**src/hw/rtl/ilc_pkg.sv**
```systemverilog
// Types, constants and transition functions of the integer literal classifier.
`timescale 1ns / 1ps
`default_nettype none

package ilc_pkg;

  // Request kinds.
  localparam logic KIND_CHAR = 1'b0;
  localparam logic KIND_EOS  = 1'b1;

  // Token classes.
  localparam logic [1:0] CLS_OCT = 2'd0;
  localparam logic [1:0] CLS_DEC = 2'd1;
  localparam logic [1:0] CLS_HEX = 2'd2;
  localparam logic [1:0] CLS_ERR = 2'd3;

  // DFA states.
  localparam int         ST_W       = 3;
  localparam logic [2:0] ST_INIT    = 3'd0;
  localparam logic [2:0] ST_ZERO    = 3'd1;
  localparam logic [2:0] ST_DEC     = 3'd2;
  localparam logic [2:0] ST_HEX_PFX = 3'd3;
  localparam logic [2:0] ST_HEX     = 3'd4;
  localparam logic [2:0] ST_OCT     = 3'd5;
  localparam logic [2:0] ST_SIGN    = 3'd6;
  localparam logic [2:0] ST_DEAD    = 3'd7;

  // Alphabet symbols: 0-9 digits, 10-15 A-F, 16-21 a-f, then x, X, +, -.
  localparam logic [4:0] SYM_A_UP   = 5'd10;
  localparam logic [4:0] SYM_A_LO   = 5'd16;
  localparam logic [4:0] SYM_X_LO   = 5'd22;
  localparam logic [4:0] SYM_X_UP   = 5'd23;
  localparam logic [4:0] SYM_PLUS   = 5'd24;
  localparam logic [4:0] SYM_MINUS  = 5'd25;
  localparam logic [4:0] SYM_NONE   = 5'd26;

  // Character codes.
  localparam logic [7:0] CH_0      = 8'h30;
  localparam logic [7:0] CH_9      = 8'h39;
  localparam logic [7:0] CH_A_UP   = 8'h41;
  localparam logic [7:0] CH_F_UP   = 8'h46;
  localparam logic [7:0] CH_A_LO   = 8'h61;
  localparam logic [7:0] CH_F_LO   = 8'h66;
  localparam logic [7:0] CH_X_LO   = 8'h78;
  localparam logic [7:0] CH_X_UP   = 8'h58;
  localparam logic [7:0] CH_PLUS   = 8'h2B;
  localparam logic [7:0] CH_MINUS  = 8'h2D;
  localparam logic [7:0] DELIM_RST = 8'h23;

  localparam int         LEN_W   = 8;
  localparam logic [7:0] LEN_MAX = 8'hFF;
  localparam int         TOTAL_W = 16;

  // Token queue between front and back.
  localparam int QUEUE_DEPTH = 4;
  localparam int QUEUE_AW    = 2;
  localparam int QUEUE_CW    = 3;

  // Configuration port.
  localparam int         CFG_ADDR_W        = 3;
  localparam int         CFG_DATA_W        = 32;
  localparam logic [0:0] REG_IDX_DELIMITER = 1'b0;

  typedef struct packed {
    logic [1:0]       cls;
    logic [LEN_W-1:0] len;
  } tok_t;

  function automatic logic [4:0] symbol_of(input logic [7:0] ch);
    logic [4:0] sym;
    sym = SYM_NONE;
    if (ch >= CH_0 && ch <= CH_9) begin
      sym = 5'(ch - CH_0);
    end else if (ch >= CH_A_UP && ch <= CH_F_UP) begin
      sym = SYM_A_UP + 5'(ch - CH_A_UP);
    end else if (ch >= CH_A_LO && ch <= CH_F_LO) begin
      sym = SYM_A_LO + 5'(ch - CH_A_LO);
    end else if (ch == CH_X_LO) begin
      sym = SYM_X_LO;
    end else if (ch == CH_X_UP) begin
      sym = SYM_X_UP;
    end else if (ch == CH_PLUS) begin
      sym = SYM_PLUS;
    end else if (ch == CH_MINUS) begin
      sym = SYM_MINUS;
    end
    return sym;
  endfunction

  // Transition function; sym is always an alphabet symbol here.
  function automatic logic [2:0] next_state(input logic [2:0] st, input logic [4:0] sym);
    logic       is_dig;
    logic       is_oct;
    logic       is_nz;
    logic       is_hex;
    logic       is_x;
    logic [2:0] nst;
    is_dig = (sym < SYM_A_UP);
    is_oct = (sym < 5'd8);
    is_nz  = is_dig && (sym != 5'd0);
    is_hex = (sym < SYM_X_LO);
    is_x   = (sym == SYM_X_LO) || (sym == SYM_X_UP);
    nst    = ST_DEAD;
    case (st)
      ST_INIT: begin
        if (sym == 5'd0) nst = ST_ZERO;
        else if (is_nz) nst = ST_DEC;
        else if (sym == SYM_PLUS || sym == SYM_MINUS) nst = ST_SIGN;
      end
      ST_ZERO: begin
        if (is_oct) nst = ST_OCT;
        else if (is_x) nst = ST_HEX_PFX;
      end
      ST_DEC: begin
        if (is_dig) nst = ST_DEC;
      end
      ST_HEX_PFX, ST_HEX: begin
        if (is_hex) nst = ST_HEX;
      end
      ST_OCT: begin
        if (is_oct) nst = ST_OCT;
      end
      ST_SIGN: begin
        if (is_nz) nst = ST_DEC;
      end
      default: begin
        nst = ST_DEAD;
      end
    endcase
    return nst;
  endfunction

endpackage

`default_nettype wire

```
**src/hw/rtl/integer_literal_classifier_unit.sv**
```systemverilog
// Top level of the integer literal classifier: config port, front, queue and back.
`timescale 1ns / 1ps
`default_nettype none

// One character request per cycle while in_stall is low; the front's DFA step is combinational.
// A closing request's token is queued, then the back pops it into the result register.
// The four-entry token queue lets the front take requests under out_stall until it fills.
// Reset (synchronous, rst_n low) clears the token state, the class counts and the queue,
// and sets the delimiter to '#'; no clearing pass is needed.
module integer_literal_classifier_unit #(
  parameter int COUNT_WIDTH = 16
) (
  input  wire logic                            clk,
  input  wire logic                            rst_n,
  // Character requests.
  input  wire logic                            in_valid,
  output logic                                 in_stall,
  input  wire logic                            in_kind,
  input  wire logic [7:0]                      in_char_code,
  // Token results.
  output logic                                 out_valid,
  input  wire logic                            out_stall,
  output logic [1:0]                           out_token_class,
  output logic [7:0]                           out_token_length,
  output logic [15:0]                          out_decimal_total,
  output logic [15:0]                          out_octal_total,
  output logic [15:0]                          out_hex_total,
  // Configuration port.
  input  wire logic                            psel,
  input  wire logic                            penable,
  input  wire logic                            pwrite,
  input  wire logic [ilc_pkg::CFG_ADDR_W-1:0]  paddr,
  input  wire logic [ilc_pkg::CFG_DATA_W-1:0]  pwdata,
  output logic [ilc_pkg::CFG_DATA_W-1:0]       prdata,
  output logic                                 pready
);
  import ilc_pkg::*;

  logic [7:0]   delim_r, delim_nxt;
  logic [0:0]   reg_idx;
  logic         cfg_wr;
  logic         q_full;
  logic         q_empty;
  logic         q_push;
  logic         q_pop;
  tok_t         push_tok;
  tok_t         head_tok;

  // The register index is the word address; byte offset bits are ignored.
  // Writes to an index without a register are dropped and read back as zero.
  assign reg_idx = paddr[CFG_ADDR_W-1:2];
  assign pready  = 1'b1;
  assign cfg_wr  = psel && penable && pwrite;

  always_comb begin
    delim_nxt = delim_r;
    if (cfg_wr && reg_idx == REG_IDX_DELIMITER) delim_nxt = pwdata[7:0];
  end

  always_comb begin
    prdata = '0;
    if (reg_idx == REG_IDX_DELIMITER) prdata = {{(CFG_DATA_W-8){1'b0}}, delim_r};
  end

  always_ff @(posedge clk) begin
    if (!rst_n) begin
      delim_r <= DELIM_RST;
    end else begin
      delim_r <= delim_nxt;
    end
  end

  // The front checks each request against the delimiter first, so a delimiter
  // that is also a literal character always ends the token. Only tokens with
  // at least one character are pushed into the queue.
  ilc_front u_front (
    .clk          (clk),
    .rst_n        (rst_n),
    .in_valid     (in_valid),
    .in_stall     (in_stall),
    .in_kind      (in_kind),
    .in_char_code (in_char_code),
    .delimiter    (delim_r),
    .q_full       (q_full),
    .push         (q_push),
    .push_tok     (push_tok)
  );

  ilc_queue u_queue (
    .clk      (clk),
    .rst_n    (rst_n),
    .push     (q_push),
    .push_tok (push_tok),
    .full     (q_full),
    .pop      (q_pop),
    .empty    (q_empty),
    .head     (head_tok)
  );

  // The back counts each class as its token leaves the queue, so the totals in
  // a result always include that token.
  ilc_back #(
    .COUNT_WIDTH (COUNT_WIDTH)
  ) u_back (
    .clk               (clk),
    .rst_n             (rst_n),
    .q_empty           (q_empty),
    .q_head            (head_tok),
    .q_pop             (q_pop),
    .out_valid         (out_valid),
    .out_stall         (out_stall),
    .out_token_class   (out_token_class),
    .out_token_length  (out_token_length),
    .out_decimal_total (out_decimal_total),
    .out_octal_total   (out_octal_total),
    .out_hex_total     (out_hex_total)
  );

endmodule

`default_nettype wire

```
**src/hw/rtl/ilc_front.sv**
```systemverilog
// Front part: accepts character requests, runs the DFA and emits finished tokens.
`timescale 1ns / 1ps
`default_nettype none

module ilc_front (
  input  wire logic         clk,
  input  wire logic         rst_n,
  input  wire logic         in_valid,
  output logic              in_stall,
  input  wire logic         in_kind,
  input  wire logic [7:0]   in_char_code,
  input  wire logic [7:0]   delimiter,
  input  wire logic         q_full,
  output logic              push,
  output ilc_pkg::tok_t     push_tok
);
  import ilc_pkg::*;

  logic [ST_W-1:0]  state_r, state_nxt;
  logic             bad_r, bad_nxt;
  logic [LEN_W-1:0] len_r, len_nxt;
  logic             accept;
  logic             finish;
  logic [4:0]       sym;
  logic [1:0]       cls;

  assign in_stall = q_full;
  assign accept   = in_valid && !q_full;
  assign finish   = (in_kind == KIND_EOS) || (in_char_code == delimiter);
  assign sym      = symbol_of(in_char_code);

  always_comb begin
    if (bad_r) begin
      cls = CLS_ERR;
    end else begin
      case (state_r)
        ST_ZERO, ST_OCT: cls = CLS_OCT;
        ST_DEC:          cls = CLS_DEC;
        ST_HEX:          cls = CLS_HEX;
        default:         cls = CLS_ERR;
      endcase
    end
  end

  assign push         = accept && finish && (len_r != '0);
  assign push_tok.cls = cls;
  assign push_tok.len = len_r;

  always_comb begin
    state_nxt = state_r;
    bad_nxt   = bad_r;
    len_nxt   = len_r;
    if (accept) begin
      if (finish) begin
        state_nxt = ST_INIT;
        bad_nxt   = 1'b0;
        len_nxt   = '0;
      end else begin
        if (len_r != LEN_MAX) len_nxt = len_r + 1'b1;
        if (sym == SYM_NONE) begin
          bad_nxt   = 1'b1;
          state_nxt = ST_DEAD;
        end else if (!bad_r) begin
          state_nxt = next_state(state_r, sym);
        end
      end
    end
  end

  always_ff @(posedge clk) begin
    if (!rst_n) begin
      state_r <= ST_INIT;
      bad_r   <= 1'b0;
      len_r   <= '0;
    end else begin
      state_r <= state_nxt;
      bad_r   <= bad_nxt;
      len_r   <= len_nxt;
    end
  end

endmodule

`default_nettype wire

```
**src/hw/rtl/ilc_queue.sv**
```systemverilog
// Short token queue that decouples the front from the back.
`timescale 1ns / 1ps
`default_nettype none

module ilc_queue (
  input  wire logic          clk,
  input  wire logic          rst_n,
  input  wire logic          push,
  input  wire ilc_pkg::tok_t push_tok,
  output logic               full,
  input  wire logic          pop,
  output logic               empty,
  output ilc_pkg::tok_t      head
);
  import ilc_pkg::*;

  tok_t                slot_r [QUEUE_DEPTH];
  logic [QUEUE_AW-1:0] wr_r, wr_nxt;
  logic [QUEUE_AW-1:0] rd_r, rd_nxt;
  logic [QUEUE_CW-1:0] cnt_r, cnt_nxt;

  assign full  = (cnt_r == QUEUE_CW'(QUEUE_DEPTH));
  assign empty = (cnt_r == '0);
  assign head  = slot_r[rd_r];

  always_comb begin
    wr_nxt  = push ? wr_r + 1'b1 : wr_r;
    rd_nxt  = pop ? rd_r + 1'b1 : rd_r;
    cnt_nxt = cnt_r;
    if (push && !pop) cnt_nxt = cnt_r + 1'b1;
    else if (pop && !push) cnt_nxt = cnt_r - 1'b1;
  end

  always_ff @(posedge clk) begin
    if (push) slot_r[wr_r] <= push_tok;
  end

  always_ff @(posedge clk) begin
    if (!rst_n) begin
      wr_r  <= '0;
      rd_r  <= '0;
      cnt_r <= '0;
    end else begin
      wr_r  <= wr_nxt;
      rd_r  <= rd_nxt;
      cnt_r <= cnt_nxt;
    end
  end

endmodule

`default_nettype wire

```
**src/hw/rtl/ilc_back.sv**
```systemverilog
// Back part: updates the class counts and holds the result register.
`timescale 1ns / 1ps
`default_nettype none

module ilc_back #(
  parameter int COUNT_WIDTH = 16
) (
  input  wire logic          clk,
  input  wire logic          rst_n,
  input  wire logic          q_empty,
  input  wire ilc_pkg::tok_t q_head,
  output logic               q_pop,
  output logic               out_valid,
  input  wire logic          out_stall,
  output logic [1:0]         out_token_class,
  output logic [7:0]         out_token_length,
  output logic [15:0]        out_decimal_total,
  output logic [15:0]        out_octal_total,
  output logic [15:0]        out_hex_total
);
  import ilc_pkg::*;

  logic                   valid_r, valid_nxt;
  tok_t                   tok_r;
  logic [COUNT_WIDTH-1:0] dec_r, dec_nxt;
  logic [COUNT_WIDTH-1:0] oct_r, oct_nxt;
  logic [COUNT_WIDTH-1:0] hex_r, hex_nxt;

  assign q_pop = !q_empty && (!valid_r || !out_stall);

  always_comb begin
    valid_nxt = valid_r;
    dec_nxt   = dec_r;
    oct_nxt   = oct_r;
    hex_nxt   = hex_r;
    if (q_pop) begin
      valid_nxt = 1'b1;
      case (q_head.cls)
        CLS_OCT: if (oct_r != '1) oct_nxt = oct_r + 1'b1;
        CLS_DEC: if (dec_r != '1) dec_nxt = dec_r + 1'b1;
        CLS_HEX: if (hex_r != '1) hex_nxt = hex_r + 1'b1;
        default: ;
      endcase
    end else if (!out_stall) begin
      valid_nxt = 1'b0;
    end
  end

  always_ff @(posedge clk) begin
    if (q_pop) tok_r <= q_head;
  end

  always_ff @(posedge clk) begin
    if (!rst_n) begin
      valid_r <= 1'b0;
      dec_r   <= '0;
      oct_r   <= '0;
      hex_r   <= '0;
    end else begin
      valid_r <= valid_nxt;
      dec_r   <= dec_nxt;
      oct_r   <= oct_nxt;
      hex_r   <= hex_nxt;
    end
  end

  // The counts only move on a pop, which also loads the result, so the
  // reported totals can be taken straight from the counters.
  generate
    if (COUNT_WIDTH >= TOTAL_W) begin : g_trunc
      assign out_decimal_total = dec_r[TOTAL_W-1:0];
      assign out_octal_total   = oct_r[TOTAL_W-1:0];
      assign out_hex_total     = hex_r[TOTAL_W-1:0];
    end else begin : g_ext
      assign out_decimal_total = {{(TOTAL_W-COUNT_WIDTH){1'b0}}, dec_r};
      assign out_octal_total   = {{(TOTAL_W-COUNT_WIDTH){1'b0}}, oct_r};
      assign out_hex_total     = {{(TOTAL_W-COUNT_WIDTH){1'b0}}, hex_r};
    end
  endgenerate

  assign out_valid        = valid_r;
  assign out_token_class  = tok_r.cls;
  assign out_token_length = tok_r.len;

endmodule

`default_nettype wire

```
**config.mk**
```make
export PLATFORM = sky130hd
export DESIGN_NAME = integer_literal_classifier_unit
export DESIGN_NICKNAME = d
export VERILOG_FILES = /design/src/hw/rtl/ilc_pkg.sv /design/src/hw/rtl/integer_literal_classifier_unit.sv /design/src/hw/rtl/ilc_front.sv /design/src/hw/rtl/ilc_queue.sv /design/src/hw/rtl/ilc_back.sv
export SDC_FILE = /design/constraint.sdc
export NUM_CORES = 1
export LEC_CHECK = 0
export BUFFER_PORTS_ARGS = -buffer_cell sky130_fd_sc_hd__buf_4
export CAP_MARGIN = 30
export CORE_UTILIZATION = 35
export DETAILED_ROUTE_END_ITERATION = 10
export GPL_ROUTABILITY_DRIVEN = 0
export PLACE_DENSITY = 0.57
export SLEW_MARGIN = 20
export SYNTH_ARGS = -nofsm -noshare
export SYNTH_HDL_FRONTEND = slang
export SYNTH_SLANG_ARGS = --single-unit
export TNS_END_PERCENT = 1
```
**constraint.sdc**
```tcl
create_clock -name clk -period 7.94 [get_ports clk]
set_clock_uncertainty 0.2 [all_clocks]
set_input_delay 0 -clock clk [delete_from_list [all_inputs] [get_ports clk]]
set_output_delay 0 -clock clk [all_outputs]
set_load 0.005 [all_outputs]
```
==> After elaboration in Yosys (flattened, before gate mapping) <==
Memories as Yosys holds them, arrays and structs flattened. A register that Yosys moved wholly into a read port is not among the register bits.
Cells that the tools add are included.
{ "word_totals": {"mem_bits_rw": 40, "out_inout_bits": 93, "reg_bits": 86, "memories": 1, "input_bits": 51} }
{ "op_classes": {"magnitude_cmp": 9, "n_bitwise": 1, "eq_ne": 25, "addsub": 13, "n_reduce_logical": 40, "n_mux": 35} }
{ "mem_list": {"columns": ["memory", "words", "width", "read_ports", "rd_clocked_by_memory_dff", "write_ports", "line_no", "rtl"], "rows": [
  ["u_queue.slot_r", 4, 10, 1, 1, 1, "ilc_queue.sv:17", "tok_t slot_r [QUEUE_DEPTH];"]
]} }
{ "ops": {"columns": ["op", "n"], "rows": [
  ["$add A16 B1 Y16 const B", 3],
  ["$ne A16 B16 Y1 const B", 3],
  ["$mux W3", 11],
  ["$mux W5", 6],
  ["$eq A5 B5 Y1 const B", 5],
  ["$mux W8", 3],
  ["$pmux W3 S6", 1],
  ["$eq A8 B6 Y1 const B", 2],
  ["$eq A8 B7 Y1 const B", 2],
  ["$ge A8 B7 Y1 const B", 2],
  ["$le A8 B7 Y1 const B", 2],
  ["$logic_and A1 B1 Y1", 13],
  ["$eq A3 B3 Y1 const B", 4],
  ["$mux W2", 6],
  ["$lt A5 B4 Y1 const B", 2],
  ["$sub A5 B1 Y5 const B", 2],
  ["$reduce_and A3 Y1", 3],
  ["$add A8 B1 Y8 const B", 1],
  ["$eq A8 B8 Y1", 1],
  ["$ge A8 B6 Y1 const B", 1],
  ["$le A8 B6 Y1 const B", 1],
  ["$ne A8 B8 Y1 const B", 1],
  ["$reduce_bool A8 Y1", 1],
  ["$mux W1", 7],
  ["24 further kinds", 40]
]} }

==> Longest topological paths before layout <==
{ "depth": {"depth_word": 17, "ltp_mapped": 13, "depth_no_buf": 11} }

==> By module <==
From an unflattened synthesis, not the netlist that was laid out.
{ "hier_totals": {"hier_cells": 610, "area_unflattened_um2": 6372.4} }
{ "modules_own_cells": {"columns": ["module", "area_per_inst_um2", "cells_per_inst", "n_inst"], "rows": [
  ["ilc_back", 2637.5, 289, 1],
  ["ilc_queue", 1888.1, 95, 1],
  ["ilc_front", 1241.2, 156, 1],
  ["integer_literal_classifier_unit", 605.6, 70, 1]
]} }

==> Worst setup path before layout <==
No wires, ideal clock.
{ "synth_timing": {"path_kind": "register -> register", "from": "reg delim_r[6]", "to": "reg u_queue.cnt_r[2]", "required_ns": 7.664, "path_stages_with_launch": 12, "arrival_ns": 2.742, "period_less_slack_ns": 3.017, "slack_ns": 4.923, "cell_sequence": "dfxtp_1 > xor2_1 > nor4_1 > a41o_1 > nand2_1 > a41oi_1 > ha_1 > inv_1 > fa_1 > xor2_1 > or3_1 > a21boi_0"} }
{ "synth_between": {"elab_chain_len": 7, "word_cells_on_any_way": 9, "classes_between": "eq/ne: 1; mux: 1; reduce/logical: 7"} }
{ "synth_lines": {"columns": ["element", "line_no", "rtl"], "rows": [
  ["start: declaration", "integer_literal_classifier_unit.sv:39", "logic [7:0] delim_r, delim_nxt;"],
  ["start signal: assignment", "integer_literal_classifier_unit.sv:69", "delim_r <= delim_nxt;"],
  ["$eq A8 B8 Y1 (*)", "ilc_front.sv:29", "assign finish = (in_kind == KIND_EOS) || (in_char_code == delimiter);"],
  ["$logic_or A1 B1 Y1 (*)", "ilc_front.sv:29", null],
  ["$logic_and A1 B1 Y1 (*) (2 in series)", "ilc_front.sv:45", "assign push = accept && finish && (len_r != '0);"],
  ["named net q_push", "integer_literal_classifier_unit.sv:44", "logic q_push;"],
  ["$logic_not A1 Y1", "ilc_queue.sv:31", "else if (pop && !push) cnt_nxt = cnt_r - 1'b1;"],
  ["$logic_and A1 B1 Y1", "ilc_queue.sv:31", null],
  ["$reduce_bool A2 Y1 (no line)", null, null],
  ["end signal: assignment", "ilc_queue.sv:46", "cnt_r <= cnt_nxt;"],
  ["end: declaration", "ilc_queue.sv:20", "logic [QUEUE_CW-1:0] cnt_r, cnt_nxt;"]
]} }
The timed path passes the listed nets; every way through them passes the cells marked *.
A chain may end at the register's enable or synchronous reset.

==> Final worst setup path <==
{ "layout_timing": {"from": "reg delim_r[3]", "to": "reg u_queue.cnt_r[2]"} }
The elaborated chain is that of the path after synthesis.

==> summary.md <==
| Metric | Value |
|---|---|
| Vias in the first global route | 4662 |
| CP endpoint kind | flip-flop |
| Core Footprint | 0.01754 mm² |
| Total CTS buffers | 17 |
| Final period util | between 40 and 50% |
| Maximum clock rate | roughly 290 MHz |
| Ant. Diodes | 0 |
| Post-Route Utilization | approximately 46% |
| # H-tree levels | 4 |
| Worst Path Buf+Inv | 1 |
| HPWL Detailed | between 9000 and 10000 µm |
| Hold_sp | in_kind |
| Critical path's most frequent cell | xor2_1 |
| Critical path's top delay family | compound AO/OA/AOI/OAI gates |
| Xor/xnor share of the synthesized area | between 6 and 7% |
| Most frequent cells in the layout | buf_4, dfxtp_1, nand2_1, edfxtp_1, and2_1 |
| CP required | a little over 8000 ps |
| Instance area at placement | just over 0.007 mm² |
| Std-Cell Rows | between 40 and 50 |
| Total number of vias | roughly 4.8k |
| CTS tree | done |
| Worst path arrival time | ~3600 ps |
| RSZ-0062 raised after global routing | false |
| Synth top area share | around 25% |
| Area grow syn2layout | 25.45% |
| Storage cell area | between 0.003 and 0.004 mm² |
| DR vias/cell | roughly 5.0 |
| Fin crit period | 3484 ps |
| Max incr delay on CP | between 500 and 600 ps |
| Synth Area in Adders | ~3.3% |
| Mapped Cells | roughly 600 |
| Reg2Reg Depth | 11 |
| Per-cell routed wire length | 14.08 µm |
| Hold EP | u_front.len_r[0] |
| Worst path slowest cell | a41oi_1 |
| Mux contribution to synthesized area | between 5 and 6% |
| Number of synthesized register bits | roughly 130 |
| Hold path depth | 6 |
| Final count of pins violating max slew | 0 |
| Commonest non-fill, non-tap cell in the layout | buf_4 |
| Yosys top cell by area | dfxtp_1 |
| Synth Area in Compound Gates | 9.643% |
| Post-synth EDFFs | 50 |
| Root buf cell | clkbuf_16 |
| Detailed Routing Iterations Pass 1 | 4 |
| CP startpoint kind | flip-flop |
| Static leakage | roughly 0.0031 µW |
| I/O Pins | ~140 |
| 1st-iter DRT viols | between 150 and 200 |
| Final ANT Viol Nets | 0 |
| Synth cell types | 74 |
| WL final | roughly 14000 µm |
| RR Endpoint | u_queue.cnt_r[2] |
| Number of setup violations in the final report | 0 |
| Combinational family with the most area after synthesis | simple AND/OR/NAND/NOR gates |
| Die area | ~0.019 mm² |
| Ys Warns | 0 |
| Die height | 136.9 µm |
| First-pass GRT wire length | approximately 22000 µm |
| Starting Density | 36.33% |
| TNS Setup | 0 ps |
| Worst r2r src | delim_r[3] |
| Post-synth ARST share | 0% |
| Initial antenna violation count | 0 |
| Gr usage total | between 10% and 20% |
| Hold Crit Class | primary input to flip-flop |
| Synth Area per Inst | 10.55 µm² |
| Pwr dens | between 200 and 250 mW/mm² |
| Synth top area cells | dfxtp_1, edfxtp_1, and2_1 |
| Max-cap violations | 0 |
| Final #Nets | 790 |
| Worst reg-to-reg setup slack | ~4500 ps |
| Mapped Area | around 0.0064 mm² |
| Cell area after layout | between 0.007 and 0.008 mm² |
| Post-Synth Simple-Gate Area | about a fifth |
| Total congestion overflow | 0 |
| Outcome | finished clean |
| CP Max Fanout | 7 |
| IO buf count | between 90 and 100 |
| Worst-path clk slew | approximately 60 ps |
| DR DRC count | 0 |
| Area of the multi-input gates | 0.003039 mm² |
| Die width | between 100 and 150 µm |
| Top FF cell, synth | dfxtp_1 |
| Worst-skew pair later-pin latency | between 400 and 500 ps |
| Largest net degree at the start of global routing | between 70 and 80 |
| Worst vdd ir | approximately 0.19 mV |
| Clock sink count | between 100 and 150 |
| Final hold vios | 0 |
| Kind of critical path | flip-flop to flip-flop |
| Proportion of layout cells with a drive suffix above 1 | 17.93% |
| Least-Margin Pin Slew | approximately 860 ps |
| Fillers | approximately 1.7k |
| Register area share after synthesis | between 40% and 50% |
| Post-CTS setup repair buffer count | 0 |
| Critical-path cell list | xor2_1 > nor4_1 > a41o_1 > nand2_1 > a41oi_1 > ha_1 > inv_1 > fa_1 > xor2_1 > or3_1 > a21boi_0 |
| Longest Clk Path Bufs | 2 |
| Relative slew slack | 42.08% |
-- sequential cells by signal, indices dropped and copies added, names as in the netlist, 8 cells and up, named ones only --
register and flops:
u_front.len_r 8, delim_r 8, u_back.out_hex_total 16, u_queue.slot_r 40, u_back.out_token_length 8, u_back.out_octal_total 16
u_back.out_decimal_total 16
-- Yosys cell counts, types with 17 or more instances --
master     n
nor2b_1   22
o21ai_0   22
dfxtp_1   78
nand2_1   50
buf_4     25
xnor2_1   25
and2_1    39
nor2_1    26
edfxtp_1  50
or3_1     19
inv_1     24
xor2_1    23
a21boi_0  21
nand3_1   17
-- metrics by stage --
step,setup slack [ps],power [µW],hold WS [ps],instances
2_1_floorplan,4923,1014,-169.8,627
3_3_place_gp,4593,1116,11.69,901
3_5_place_dp,4438,1128,20.89,901
4_1_cts,4429,1854,29.54,961
5_1_grt,4215,1919,90.46,961
6_report,4456,1833,55.34,961
-- logic make-up after synthesis --
group,count (synthesis)
simple gates,239
buf+inv,67
mux,18
flops,128
xor+xnor,48
fa+ha+maj,16
compound gates,86
other cells,2
-- layer usage --
layer | global-route usage (%) | routed length, µm | up-vias
met5 | 0 | 0 | -
li1 | - | - | 2356
met4 | 6.227 | 169 | 0
met1 | 18.32 | 6045 | 2306
met2 | 26.37 | 6767 | 115
met3 | 3.481 | 547 | 19
-- power by group --
group          internal (µW)  switching, µW
registers                755           50.8
logic                    164            150
clock network            429            285
total                   1350            486
-- worst max path at each step --
stage / cells after the start / slack, ps / start / end
final: 11 / 4460 / delim_r[3] / u_queue.cnt_r[2]
after global routing: 11 / 4210 / delim_r[6] / u_queue.cnt_r[2]
after CTS: 11 / 4430 / delim_r[6] / u_queue.cnt_r[2]
after detailed placement: 11 / 4440 / delim_r[6] / u_queue.cnt_r[2]
after global placement: 11 / 4590 / delim_r[6] / u_queue.cnt_r[2]
after floorplan: 11 / 4920 / delim_r[6] / u_queue.cnt_r[2]
-- worst register-to-register path, delay by kind of cell (launching register included) --
family	cells	cell delay [ps]
simple gates	3	680
flops	1	340
buf+inv	1	70
xor+xnor	2	330
compound gates	3	1060
fa+ha+maj	2	730
-- layout make-up --
class	instances	area share, %
Clock buffer	19	5.416
Clock inverter	13	1.440
Inverter	24	1.127
Sequential cell	128	38.32
Timing Repair Buffer	120	12.15
Tap cell	225	3.522
Multi-Input combinational cell	432	38.02
-- repair_timing --
item,4_1_cts,5_1_grt
endpoints found under the hold margin,69,0
gates resized for setup,0,0
hold buffers,28,0
endpoints found under the setup margin,0,0
Note: power is estimated with default switching activity, not from simulation.
